==> src/rtl/bmc_pkg.sv <==
// Shared types and constants for the binomial coefficient core.
// No dependencies; compiled first.
package bmc_pkg;

  // Field widths fixed by the item format
  localparam int N_W    = 7;
  localparam int COEF_W = 64;

  // Job queue between the front and back parts
  localparam int Q_DEPTH = 4;
  localparam int Q_AW    = 2;

  // Job kinds decided by the front part
  localparam logic [1:0] KIND_ZERO = 2'd0;  // n below k
  localparam logic [1:0] KIND_ONE  = 2'd1;  // k zero or k equal to n
  localparam logic [1:0] KIND_BIG  = 2'd2;  // n above the built maximum
  localparam logic [1:0] KIND_RUN  = 2'd3;  // needs the multiply/divide loop

  typedef struct packed {
    logic [1:0]     kind;
    logic [N_W-1:0] n;
    logic [N_W-1:0] k;    // already reduced to min(k, n-k) for runs
  } bmc_job_t;

endpackage

==> src/rtl/bmc_in_if.sv <==
// Input channel: valid/ready handshake carrying n and k.
// Depends on bmc_pkg.
interface bmc_in_if;
  import bmc_pkg::*;

  logic           valid;
  logic           ready;
  logic [N_W-1:0] n_total;
  logic [N_W-1:0] k_choose;

  modport source (output valid, output n_total, output k_choose, input ready);
  modport sink   (input valid, input n_total, input k_choose, output ready);
endinterface

==> src/rtl/bmc_out_if.sv <==
// Output channel: valid/ready handshake carrying the coefficient and error flags.
// Depends on bmc_pkg.
interface bmc_out_if;
  import bmc_pkg::*;

  logic              valid;
  logic              ready;
  logic [COEF_W-1:0] coefficient;
  logic              overflow;
  logic              n_too_large;

  modport source (output valid, output coefficient, output overflow,
                  output n_too_large, input ready);
  modport sink   (input valid, input coefficient, input overflow,
                  input n_too_large, output ready);
endinterface

==> src/rtl/bmc_front.sv <==
// Front part: accepts input items, sorts out the trivial cases and reduces k.
// Depends on bmc_pkg and bmc_in_if.
module bmc_front #(
  parameter int MAX_N = 67
) (
  input  logic              clk,
  input  logic              rst,
  bmc_in_if.sink            in_ch,
  output logic              push_valid,
  input  logic              push_ready,
  output bmc_pkg::bmc_job_t push_job
);
  import bmc_pkg::*;

  logic     stg_valid;
  bmc_job_t stg_job;
  bmc_job_t job_next;
  logic     take;

  // Classify the incoming item
  always_comb begin
    job_next.n    = in_ch.n_total;
    job_next.k    = in_ch.k_choose;
    job_next.kind = KIND_RUN;
    if (in_ch.n_total < in_ch.k_choose) begin
      job_next.kind = KIND_ZERO;
    end else if (in_ch.k_choose == '0 || in_ch.k_choose == in_ch.n_total) begin
      job_next.kind = KIND_ONE;
    end else if (in_ch.n_total > N_W'(MAX_N)) begin
      job_next.kind = KIND_BIG;
    end else if ((in_ch.n_total >> 1) < in_ch.k_choose) begin
      job_next.k = in_ch.n_total - in_ch.k_choose;
    end
  end

  assign in_ch.ready = !stg_valid || push_ready;
  assign take        = in_ch.valid && in_ch.ready;
  assign push_valid  = stg_valid;
  assign push_job    = stg_job;

  // Staging register ahead of the queue
  always_ff @(posedge clk) begin
    if (rst) begin
      stg_valid <= 1'b0;
    end else if (take) begin
      stg_valid <= 1'b1;
    end else if (push_ready) begin
      stg_valid <= 1'b0;
    end
  end

  always_ff @(posedge clk) begin
    if (take) begin
      stg_job <= job_next;
    end
  end

  // A run job always has 1 <= k <= n/2
  a_run_k_reduced: assert property (@(posedge clk) disable iff (rst)
    stg_valid && stg_job.kind == KIND_RUN |->
      stg_job.k != '0 && stg_job.k <= (stg_job.n >> 1))
    else $error("run job with unreduced k");

  // Jobs flagged too large really exceed the maximum
  a_big_n: assert property (@(posedge clk) disable iff (rst)
    stg_valid && stg_job.kind == KIND_BIG |-> stg_job.n > N_W'(MAX_N))
    else $error("job flagged too large below maximum");

  // A staged job holds until the queue takes it
  a_stage_hold: assert property (@(posedge clk) disable iff (rst)
    stg_valid && !push_ready |=> stg_valid && $stable(stg_job))
    else $error("staged job lost while queue full");

endmodule

==> src/rtl/bmc_queue.sv <==
// Short job queue that decouples the front and back parts.
// Depends on bmc_pkg.
module bmc_queue (
  input  logic              clk,
  input  logic              rst,
  input  logic              push_valid,
  output logic              push_ready,
  input  bmc_pkg::bmc_job_t push_job,
  output logic              pop_valid,
  input  logic              pop_ready,
  output bmc_pkg::bmc_job_t pop_job
);
  import bmc_pkg::*;

  bmc_job_t        slots [Q_DEPTH];
  logic [Q_AW-1:0] wr_ptr;
  logic [Q_AW-1:0] rd_ptr;
  logic [Q_AW:0]   count;
  logic            do_push;
  logic            do_pop;

  assign push_ready = count != (Q_AW+1)'(Q_DEPTH);
  assign pop_valid  = count != '0;
  assign pop_job    = slots[rd_ptr];
  assign do_push    = push_valid && push_ready;
  assign do_pop     = pop_valid && pop_ready;

  // Pointers and fill count
  always_ff @(posedge clk) begin
    if (rst) begin
      wr_ptr <= '0;
      rd_ptr <= '0;
      count  <= '0;
    end else begin
      if (do_push) begin
        wr_ptr <= wr_ptr + 1'b1;
      end
      if (do_pop) begin
        rd_ptr <= rd_ptr + 1'b1;
      end
      if (do_push && !do_pop) begin
        count <= count + 1'b1;
      end else if (do_pop && !do_push) begin
        count <= count - 1'b1;
      end
    end
  end

  always_ff @(posedge clk) begin
    if (do_push) begin
      slots[wr_ptr] <= push_job;
    end
  end

  a_count_range: assert property (@(posedge clk) disable iff (rst)
    count <= (Q_AW+1)'(Q_DEPTH))
    else $error("queue count beyond depth");

  a_ptr_gap: assert property (@(posedge clk) disable iff (rst)
    count != (Q_AW+1)'(Q_DEPTH) |-> (wr_ptr - rd_ptr) == count[Q_AW-1:0])
    else $error("queue pointers disagree with count");

  a_full_ptrs: assert property (@(posedge clk) disable iff (rst)
    count == (Q_AW+1)'(Q_DEPTH) |-> wr_ptr == rd_ptr)
    else $error("full queue with pointer gap");

endmodule

==> src/rtl/bmc_back.sv <==
// Back part: multiply-then-exact-divide loop with a 2-bit-per-cycle divider,
// plus the result register. Depends on bmc_pkg and bmc_out_if.
module bmc_back #(
  parameter int VALUE_WIDTH = 64
) (
  input  logic              clk,
  input  logic              rst,
  input  logic              pop_valid,
  output logic              pop_ready,
  input  bmc_pkg::bmc_job_t pop_job,
  bmc_out_if.source         out_ch
);
  import bmc_pkg::*;

  localparam int PROD_W  = VALUE_WIDTH + N_W;
  localparam int DIV_W   = VALUE_WIDTH + (VALUE_WIDTH % 2);
  localparam int DIV_CYC = DIV_W / 2;
  localparam int CNT_W   = $clog2(DIV_CYC);

  localparam logic [1:0] S_IDLE = 2'd0;
  localparam logic [1:0] S_MUL  = 2'd1;
  localparam logic [1:0] S_DIV  = 2'd2;

  logic [1:0]             state;
  logic [VALUE_WIDTH-1:0] acc;
  logic [DIV_W-1:0]       quo;
  logic [N_W-1:0]         rem;
  logic [N_W-1:0]         i_cnt;
  logic [N_W-1:0]         k_lim;
  logic [N_W-1:0]         nk;
  logic [CNT_W-1:0]       cnt;

  logic                   res_valid;
  logic [COEF_W-1:0]      res_coef;
  logic                   res_ovf;
  logic                   res_big;

  logic                   start;
  logic [N_W-1:0]         mult;
  logic [PROD_W-1:0]      prod;
  logic                   prod_ovf;
  logic [N_W:0]           t1;
  logic [N_W:0]           t2;
  logic                   ge1;
  logic                   ge2;
  logic [N_W-1:0]         r1;
  logic [N_W-1:0]         r2;
  logic [DIV_W-1:0]       quo_next;
  logic [VALUE_WIDTH-1:0] quot;
  logic [N_W-1:0]         nk_new;

  assign pop_ready = state == S_IDLE && !res_valid;
  assign start     = pop_valid && pop_ready;
  assign nk_new    = pop_job.n - pop_job.k;

  // One multiply by n-k+i, overflow when the product leaves VALUE_WIDTH bits
  assign mult     = nk + i_cnt;
  assign prod     = PROD_W'(acc) * PROD_W'(mult);
  assign prod_ovf = prod[PROD_W-1:VALUE_WIDTH] != '0;

  // Two restoring divide steps per cycle, divisor i
  always_comb begin
    t1  = {rem, quo[DIV_W-1]};
    ge1 = t1 >= {1'b0, i_cnt};
    r1  = ge1 ? N_W'(t1 - {1'b0, i_cnt}) : t1[N_W-1:0];
    t2  = {r1, quo[DIV_W-2]};
    ge2 = t2 >= {1'b0, i_cnt};
    r2  = ge2 ? N_W'(t2 - {1'b0, i_cnt}) : t2[N_W-1:0];
  end

  // Quotient after this cycle's two steps; complete on the last divide cycle
  assign quo_next = {quo[DIV_W-3:0], ge1, ge2};
  assign quot     = quo_next[VALUE_WIDTH-1:0];

  // Sequencer and result handshake
  always_ff @(posedge clk) begin
    if (rst) begin
      state     <= S_IDLE;
      res_valid <= 1'b0;
    end else begin
      if (res_valid && out_ch.ready) begin
        res_valid <= 1'b0;
      end
      unique case (state)
        S_IDLE: begin
          if (start) begin
            if (pop_job.kind == KIND_RUN && pop_job.k > N_W'(1)) begin
              state <= S_MUL;
            end else begin
              res_valid <= 1'b1;
            end
          end
        end
        S_MUL: begin
          if (prod_ovf) begin
            state     <= S_IDLE;
            res_valid <= 1'b1;
          end else begin
            state <= S_DIV;
          end
        end
        S_DIV: begin
          if (cnt == '0 && i_cnt == k_lim) begin
            state     <= S_IDLE;
            res_valid <= 1'b1;
          end else if (cnt == '0) begin
            state <= S_MUL;
          end
        end
        default: state <= S_IDLE;
      endcase
    end
  end

  // Datapath and result payload
  always_ff @(posedge clk) begin
    case (state)
      S_IDLE: begin
        if (start) begin
          nk    <= nk_new;
          k_lim <= pop_job.k;
          i_cnt <= N_W'(2);
          acc   <= VALUE_WIDTH'(nk_new) + 1'b1;
          res_ovf <= 1'b0;
          res_big <= pop_job.kind == KIND_BIG;
          case (pop_job.kind)
            KIND_ONE: res_coef <= COEF_W'(1);
            KIND_RUN: res_coef <= COEF_W'(nk_new) + 1'b1;
            default:  res_coef <= '0;
          endcase
        end
      end
      S_MUL: begin
        quo <= DIV_W'(prod[VALUE_WIDTH-1:0]);
        rem <= '0;
        cnt <= CNT_W'(DIV_CYC - 1);
        if (prod_ovf) begin
          res_coef <= '0;
          res_ovf  <= 1'b1;
        end
      end
      S_DIV: begin
        quo <= quo_next;
        rem <= r2;
        cnt <= cnt - 1'b1;
        if (cnt == '0) begin
          acc      <= quot;
          i_cnt    <= i_cnt + 1'b1;
          res_coef <= COEF_W'(quot);
        end
      end
      default: begin
      end
    endcase
  end

  assign out_ch.valid       = res_valid;
  assign out_ch.coefficient = res_coef;
  assign out_ch.overflow    = res_ovf;
  assign out_ch.n_too_large = res_big;

  // Division remainder always stays below the divisor
  a_rem_below: assert property (@(posedge clk) disable iff (rst)
    state == S_DIV |-> rem < i_cnt)
    else $error("divider remainder not below divisor");

  // Errors report a zero value and never both flags
  a_err_zero: assert property (@(posedge clk) disable iff (rst)
    res_valid && (res_ovf || res_big) |-> res_coef == '0 && !(res_ovf && res_big))
    else $error("error result with nonzero value or both flags");

  // The loop never runs past k
  a_step_bound: assert property (@(posedge clk) disable iff (rst)
    state == S_MUL |-> i_cnt >= N_W'(2) && i_cnt <= k_lim)
    else $error("step index outside 2..k");

endmodule

==> src/rtl/binomial_multiplicative_core.sv <==
// Binomial coefficient C(n,k), multiplicative method, one result per item.
// Trivial cases (n<k, k=0, k=n, n too large) go straight to the result register; otherwise
// the loop runs k'-1 multiply/divide steps, k' = min(k, n-k).
// Throughput: one item at a time in the back part, set by its shared 2-bit-per-cycle divider;
// up to four jobs wait in the queue while the front keeps accepting.
// Reset: synchronous, active high; empties the queue and clears all valid flags.
module binomial_multiplicative_core #(
  parameter int MAX_N       = 67,
  parameter int VALUE_WIDTH = 64
) (
  input  logic      clk,
  input  logic      rst,
  bmc_in_if.sink    in_ch,
  bmc_out_if.source out_ch
);
  import bmc_pkg::*;

  logic     push_valid;
  logic     push_ready;
  bmc_job_t push_job;
  logic     pop_valid;
  logic     pop_ready;
  bmc_job_t pop_job;

  bmc_front #(.MAX_N(MAX_N)) u_front (
    .clk        (clk),
    .rst        (rst),
    .in_ch      (in_ch),
    .push_valid (push_valid),
    .push_ready (push_ready),
    .push_job   (push_job)
  );

  bmc_queue u_queue (
    .clk        (clk),
    .rst        (rst),
    .push_valid (push_valid),
    .push_ready (push_ready),
    .push_job   (push_job),
    .pop_valid  (pop_valid),
    .pop_ready  (pop_ready),
    .pop_job    (pop_job)
  );

  bmc_back #(.VALUE_WIDTH(VALUE_WIDTH)) u_back (
    .clk       (clk),
    .rst       (rst),
    .pop_valid (pop_valid),
    .pop_ready (pop_ready),
    .pop_job   (pop_job),
    .out_ch    (out_ch)
  );

endmodule

==> src/flat_wrapper.sv <==
// flat-port wrapper written by rule: the top's interface ports become plain ports
module binomial_multiplicative_core_flat import bmc_pkg::*;
#(
  parameter int MAX_N       = 67,
  parameter int VALUE_WIDTH = 64
)
  (clk, rst, in_ch_valid, in_ch_n_total, in_ch_k_choose, in_ch_ready, out_ch_valid, out_ch_coefficient, out_ch_overflow, out_ch_n_too_large, out_ch_ready);
  bmc_in_if in_ch_i ();
  bmc_out_if out_ch_i ();
  input  logic clk;
  input  logic rst;
  input wire logic [$bits(in_ch_i.valid)-1:0] in_ch_valid;
  input wire logic [$bits(in_ch_i.n_total)-1:0] in_ch_n_total;
  input wire logic [$bits(in_ch_i.k_choose)-1:0] in_ch_k_choose;
  output wire logic [$bits(in_ch_i.ready)-1:0] in_ch_ready;
  output wire logic [$bits(out_ch_i.valid)-1:0] out_ch_valid;
  output wire logic [$bits(out_ch_i.coefficient)-1:0] out_ch_coefficient;
  output wire logic [$bits(out_ch_i.overflow)-1:0] out_ch_overflow;
  output wire logic [$bits(out_ch_i.n_too_large)-1:0] out_ch_n_too_large;
  input wire logic [$bits(out_ch_i.ready)-1:0] out_ch_ready;
  assign in_ch_i.valid = in_ch_valid;
  assign in_ch_i.n_total = in_ch_n_total;
  assign in_ch_i.k_choose = in_ch_k_choose;
  assign in_ch_ready = in_ch_i.ready;
  assign out_ch_valid = out_ch_i.valid;
  assign out_ch_coefficient = out_ch_i.coefficient;
  assign out_ch_overflow = out_ch_i.overflow;
  assign out_ch_n_too_large = out_ch_i.n_too_large;
  assign out_ch_i.ready = out_ch_ready;
  binomial_multiplicative_core #(.MAX_N(MAX_N), .VALUE_WIDTH(VALUE_WIDTH)) u_core (.clk(clk), .rst(rst), .in_ch(in_ch_i), .out_ch(out_ch_i));
endmodule
==> config.mk <==
export PLATFORM = sky130hd
export DESIGN_NAME = binomial_multiplicative_core_flat
export DESIGN_NICKNAME = d
export VERILOG_FILES = /design/src/rtl/bmc_pkg.sv /design/src/rtl/bmc_in_if.sv /design/src/rtl/bmc_out_if.sv /design/src/rtl/bmc_front.sv /design/src/rtl/bmc_queue.sv /design/src/rtl/bmc_back.sv /design/src/rtl/binomial_multiplicative_core.sv /design/src/flat_wrapper.sv
export SDC_FILE = /design/constraint.sdc
export NUM_CORES = 1
export LEC_CHECK = 0
export ABC_AREA = 1
export BUFFER_PORTS_ARGS = -buffer_cell sky130_fd_sc_hd__buf_2
export CAP_MARGIN = 20
export CORE_ASPECT_RATIO = 0.5
export CORE_MARGIN = 4
export CORE_UTILIZATION = 40
export CTS_BUF_LIST = sky130_fd_sc_hd__clkbuf_8
export DETAILED_ROUTE_END_ITERATION = 8
export GPL_TIMING_DRIVEN = 0
export REMOVE_ABC_BUFFERS = 1
export SLEW_MARGIN = 10
export SYNTH_ARGS = -nofsm -noshare
export SYNTH_HDL_FRONTEND = slang
export SYNTH_SLANG_ARGS = --single-unit
==> constraint.sdc <==
create_clock -name clk -period 20.7 [get_ports clk]
set_input_delay 2.07 -clock clk [delete_from_list [all_inputs] [get_ports clk]]
set_output_delay 2.07 -clock clk [all_outputs]
set_load 0.05 [all_outputs]
Word level (Yosys, flattened, before mapping)
Memory sizes are Yosys's and may differ from the RTL's. A register that Yosys moved wholly into a read port is not among the register bits.
Index checks and enable logic that the tools add are counted.

word-level totals
  bits in registers = 254
  RAM bits = 64
  bits of input ports = 18
  output and inout port bits = 68
  memories kept = 1

operators by class
  add/sub/neg operators = 12
  $mul = 1
  magnitude comparators = 6
  equal/unequal tests = 13
  mux-type cells = 44
  reductions and logical operators = 32

memories
  memory                words  width  rd ports  clocked after memory_dff  wr ports  line             text
  u_core.u_queue.slots  4      16     1         1                         1         bmc_queue.sv:15  bmc_job_t slots [Q_DEPTH];

operators with widths
  kind                 count
  $mux 64              4
  $pmux 64 s2          2
  $pmux 64 s3          1
  $mul 64x7->71        1
  $mux 7               8
  $pmux 7 s2           2
  $sub 7x7->7          4
  $ge 8x7->1           2
  $pmux 8 s2           1
  $eq 7x7->1           2
  $mux 2               7
  $mux 1               13
  $pmux 5 s2           1
  $reduce_bool 2->1    5
  $logic_and 1x1->1    9
  $reduce_and 3->1     3
  $add 7x1->8 const B  1
  $add 7x1->7 const B  1
  $add 7x7->7          1
  $gt 7x1->1 const B   1
  $gt 7x7->1 const B   1
  $logic_not 7->1      1
  $lt 6x7->1           1
  $lt 7x7->1           1
  other kinds (22)     35

Depth between registers and ports, before layout
  depth in word-level cells = 6
  depth in mapped cells = 40
  depth with buffers taken out = 39

Modules after synthesis
Synthesis repeated with hierarchy kept, for this count alone.

unflattened totals
  cell total of the unflattened synthesis = 3522
  area, all modules = 29271.8 um^2

by module, submodules not included
  module     instances  cells each  area each (um^2)  seq. area each (um^2)
  bmc_back   1          3146        25174.1           6876.6
  bmc_queue  1          222         2847.7            2102.0
  bmc_front  1          154         1249.9            500.5

Worst setup path before layout
Ideal clock, no wire load.

  kind = flip-flop to flip-flop
  from = register u_core.u_back.i_cnt[0]
  to = register u_core.u_back.res_coef[0] (netlist: u_core.u_back.out_ch.coefficient[0]), enable pin
  setup time = 0.418 ns
  data arrival time = 7.566 ns
  setup slack = 12.715 ns
  stages on the path, launching flop included = 38
  period minus slack after synthesis = 7.985 ns
  path through = edfxtp_1 > ha_1 > fa_1 > a21oi_1 > o21ai_1 > a21o_1 > a21oi_1 > xor2_1 > clkbuf_1 > nor2_1 > fa_1 > inv_1 > fa_1 > inv_1 > fa_1 > inv_1 > fa_1 > inv_1 > [... 2 more ...] > inv_1 > nand2_1 > nand2_1 > a21oi_1 > nand2_2 > nand2_1 > nand2_2 > nand2_2 > nand3_1 > nand2_1 > inv_1 > nand2_1 > nor2_1 > nand2_1 > inv_2 > nand2_1 > o311ai_1 > inv_1

between the ends
  cells in the longest elaborated chain, start to end = 5

RTL lines
  item                               line             text
  start: declaration                 bmc_back.sv:28   logic [N_W-1:0] i_cnt;
  start signal: assignment           bmc_back.sv:148  i_cnt <= i_cnt + 1'b1;
  $add 7x7->7                        bmc_back.sv:57   assign mult = nk + i_cnt;
  $mul 64x7->71                      bmc_back.sv:58   assign prod = PROD_W'(acc) * PROD_W'(mult);
  $reduce_bool 7->1                  bmc_back.sv:59   assign prod_ovf = prod[PROD_W-1:VALUE_WIDTH] != '0;
  $ne 2x2->1 (no source line)        -
  $reduce_and 4->1 (no source line)  -
  end signal: assignment             bmc_back.sv:128  KIND_RUN: res_coef <= COEF_W'(nk_new) + 1'b1;
  end signal: assignment             bmc_back.sv:149  res_coef <= COEF_W'(quot);
  end: declaration                   bmc_back.sv:34   logic [COEF_W-1:0] res_coef;

Every way passes these cells.
A chain may end at the register's enable or synchronous reset.

Final worst setup path
  from = register u_core.u_back.i_cnt[0]
  to = register u_core.u_back.res_coef[40] (netlist: u_core.u_back.out_ch.coefficient[40]), enable pin

Same word-level chain as after synthesis.

==> run metrics <==
status=completed; post-CTS sizing=0; share of cells above drive strength 1=0.0761; antenna-violating nets left=0; CTS Root Cell=clkbuf_8; Die W=390 um; Routability Congestion=approximately 0.9; CTS Sinks=320; Tcrit/Tclk final=0.425; Setup WS pre-CTS=between 10000 and 15000 ps; ys async rst share=0; critical path's top delay family=adder cells; Hold Violations, Final=0; Final Skew=~22 ps; Core Area=71600 sq um; #FFs+latches synth=320; final worst setup slack=~12000 ps; slew of the pin with the lowest slew margin=between 1000 and 1500 ps; Startpoint Class=flip-flop; Cell variety after synth=59; # setup viols final=0; DR iter-0 viols=roughly 1400; register area share after synthesis=0.325; Crit path buffers/inverters=9; # diodes=0; Post-synth EDFFs=roughly 310; worst hold path class=flip-flop to flip-flop; vias in the first global route=between 20000 and 25000; initial antenna violation count=0; Critical Path RT=between 20000 and 25000 ps; first-pass GRT wire length=about 120000 um; die area=~77000 sq um; DR DRC count=0; Nets=~4100; Worst path most repeated cell=nand2_1; vias per inst=4.80; Fmax=between 100 and 150 MHz; CTS tree=done; total clock buffers created by CTS=54; area grow syn2layout=10.5%; fin. max-slew vios=0; I/O pin total=86; H-tree levels=2; IO buf count=85; element type at the critical path end=flip-flop; critical path class=flip-flop to flip-flop; Die Span Y=199 um; Hold WS=between 400 and 500 ps; Slew headroom=0.255; row count=between 60 and 70; post-DR wirelength/cell=around 15 um; hold_buf cts=0; Final TNS setup=0 ps; Syn Area/Cell=roughly 8.3 sq um; Critical Path Slowest Stage Cell=edfxtp_1; DRT Pass-1 Iters=5; max-cap violations=0; Synth Instances=3505; Ys Warns=0; via count=~22000; Total GRT Usage=0.186; DRT Wirelength=between 70000 and 80000 um; Reg clk slew, reported paths=approximately 70 ps; Overflow after GRT=0; largest net degree at the start of global routing=between 60 and 70; largest fanout on the critical path=33; Initial Utilization=0.407; number of fill cells=7029; Clk Latency, worst-skew pair=between 600 and 700 ps; minimum clock period=approximately 9000 ps; dpl cell area=a little over 30000 sq um; CP peak stage delay=roughly 560 ps; CP Data Arrival Time=between 9000 and 10000 ps; post-route cell area=about 32000 sq um; CTS Buffer Depth=3; Post-CTS Setup Bufs=0; most common flop cell mapped by yosys=edfxtp_1; RSZ-0062 raised after global routing=false; Synth Cell Area=roughly 29000 sq um; Final HPWL DP=~56000 um
-- state kept, by name, summed over array words and instances, names as in the netlist, named ones only --
signal,flops
u_core.u_back.quo,64
u_core.u_back.out_ch.n_too_large,1
u_core.u_back.k_lim,7
u_core.u_back.i_cnt,7
u_core.u_queue.slots,64
u_core.u_queue.rd_ptr,2
u_core.u_back.out_ch.valid,1
u_core.u_back.out_ch.coefficient,64
u_core.u_back.rem,7
u_core.u_back.nk,7
u_core.u_back.state,2
u_core.u_back.cnt,5
u_core.u_front.push_job,16
u_core.u_back.acc,64
u_core.u_front.push_valid,1
u_core.u_queue.wr_ptr,2
u_core.u_back.out_ch.overflow,1
u_core.u_queue.count,3
-- Yosys cell counts, types with 5 or more instances --
library cell  count  area share
edfxtp_1        307        0.32
and3_1            5      0.0011
nor2_2            7      0.0015
buf_2             9      0.0015
nand4_1           7      0.0015
nand3_1          44      0.0076
or2_2            14      0.0030
nor3_1           24      0.0041
o21bai_1         17      0.0044
o22ai_1          13      0.0028
inv_2             7     0.00090
o21ai_1          10      0.0017
ha_1            139       0.060
nor2_1          385       0.050
fa_1            315        0.22
nand2_2          25      0.0054
dfxtp_1          13      0.0089
a31oi_1          10      0.0021
nand2_1         755       0.097
xnor2_1           9      0.0027
a21oi_1         176       0.030
buf_1             7     0.00090
o21ai_0         123       0.021
a32oi_1           5      0.0015
xor2_1           43       0.013
inv_1           916        0.12
clkbuf_1         53      0.0068
a21o_1            5      0.0013
-- worst register-to-register path, delay by kind of cell (launching register included) --
kind	cells	cell delay (ps)
adders and majority gates	7	3150
and+or+nand+nor	15	1910
buffers and inverters	9	1290
AOI/OAI and AO/OA	5	1070
DFF	1	560
xor gates and xnor gates	1	450
-- area by class of cell --
type                            instances  area (sq um)  share of cell area
Multi-Input combinational cell       2187         16000               0.497
Inverter                              925          3480               0.108
Timing Repair Buffer                  107           881              0.0274
Clock inverter                         47           408              0.0127
Sequential cell                       320          9480               0.294
Clock buffer                           54           743              0.0231
Tap cell                              958          1200              0.0372
-- cells by family (layout without fill, tap and decap cells) --
group                    Yosys count  count (layout)  share of synthesized area
AND/OR/NAND/NOR                 1288            1288                      0.177
multiplexers                       1               1                   0.000387
adder cells (fa/ha/maj)          454             454                      0.276
flip-flops                       320             320                      0.325
buffers and inverters            998            1133                      0.130
XOR/XNOR                          52              52                     0.0156
AO/OA/AOI/OAI                    392             392                     0.0754
-- through the flow --
step	std cells	utilization
after global placement	4475	0.426
after global routing	4598	0.450
after detailed placement	4493	0.433
final	4598	0.450
after CTS	4594	0.449
after floorplan	3432	-
-- metal layers --
layer,GRT usage,up-vias,part of all wire
li1,-,10800,-
met1,0.256,10600,0.47
met2,0.307,542,0.45
met3,0.0314,106,0.059
met4,0.0464,0,0.019
met5,0,-,0
-- final timing paths --
check | start | endpoint | slack (ps) | cells after the start
max | u_core.u_back.i_cnt[0] | u_core.u_back.out_ch.coefficient[40] | 11900 | 37
min | u_core.u_queue.rd_ptr[1] | u_core.u_queue.rd_ptr[1] | 480 | 2
min reg2reg | u_core.u_queue.rd_ptr[1] | u_core.u_queue.rd_ptr[1] | 480 | 2
max reg2reg | u_core.u_back.i_cnt[0] | u_core.u_back.out_ch.coefficient[40] | 11900 | 37
-- layout by cell type, fill, tap and decap left out, types with 17 or more instances in the layout --
cell type  instances
a21oi_1          175
nand2_2           25
xor2_1            40
nor2_1           381
clkbuf_8          54
o21ai_0          123
edfxtp_1         307
nand3_1           44
nor3_1            24
buf_2             86
ha_1             136
fa_1             314
nand2_1          755
inv_1            922
o21bai_1          17
Power is not shown: default switching activity piles up to over one toggle a cycle in this logic, so the estimate is an artifact.
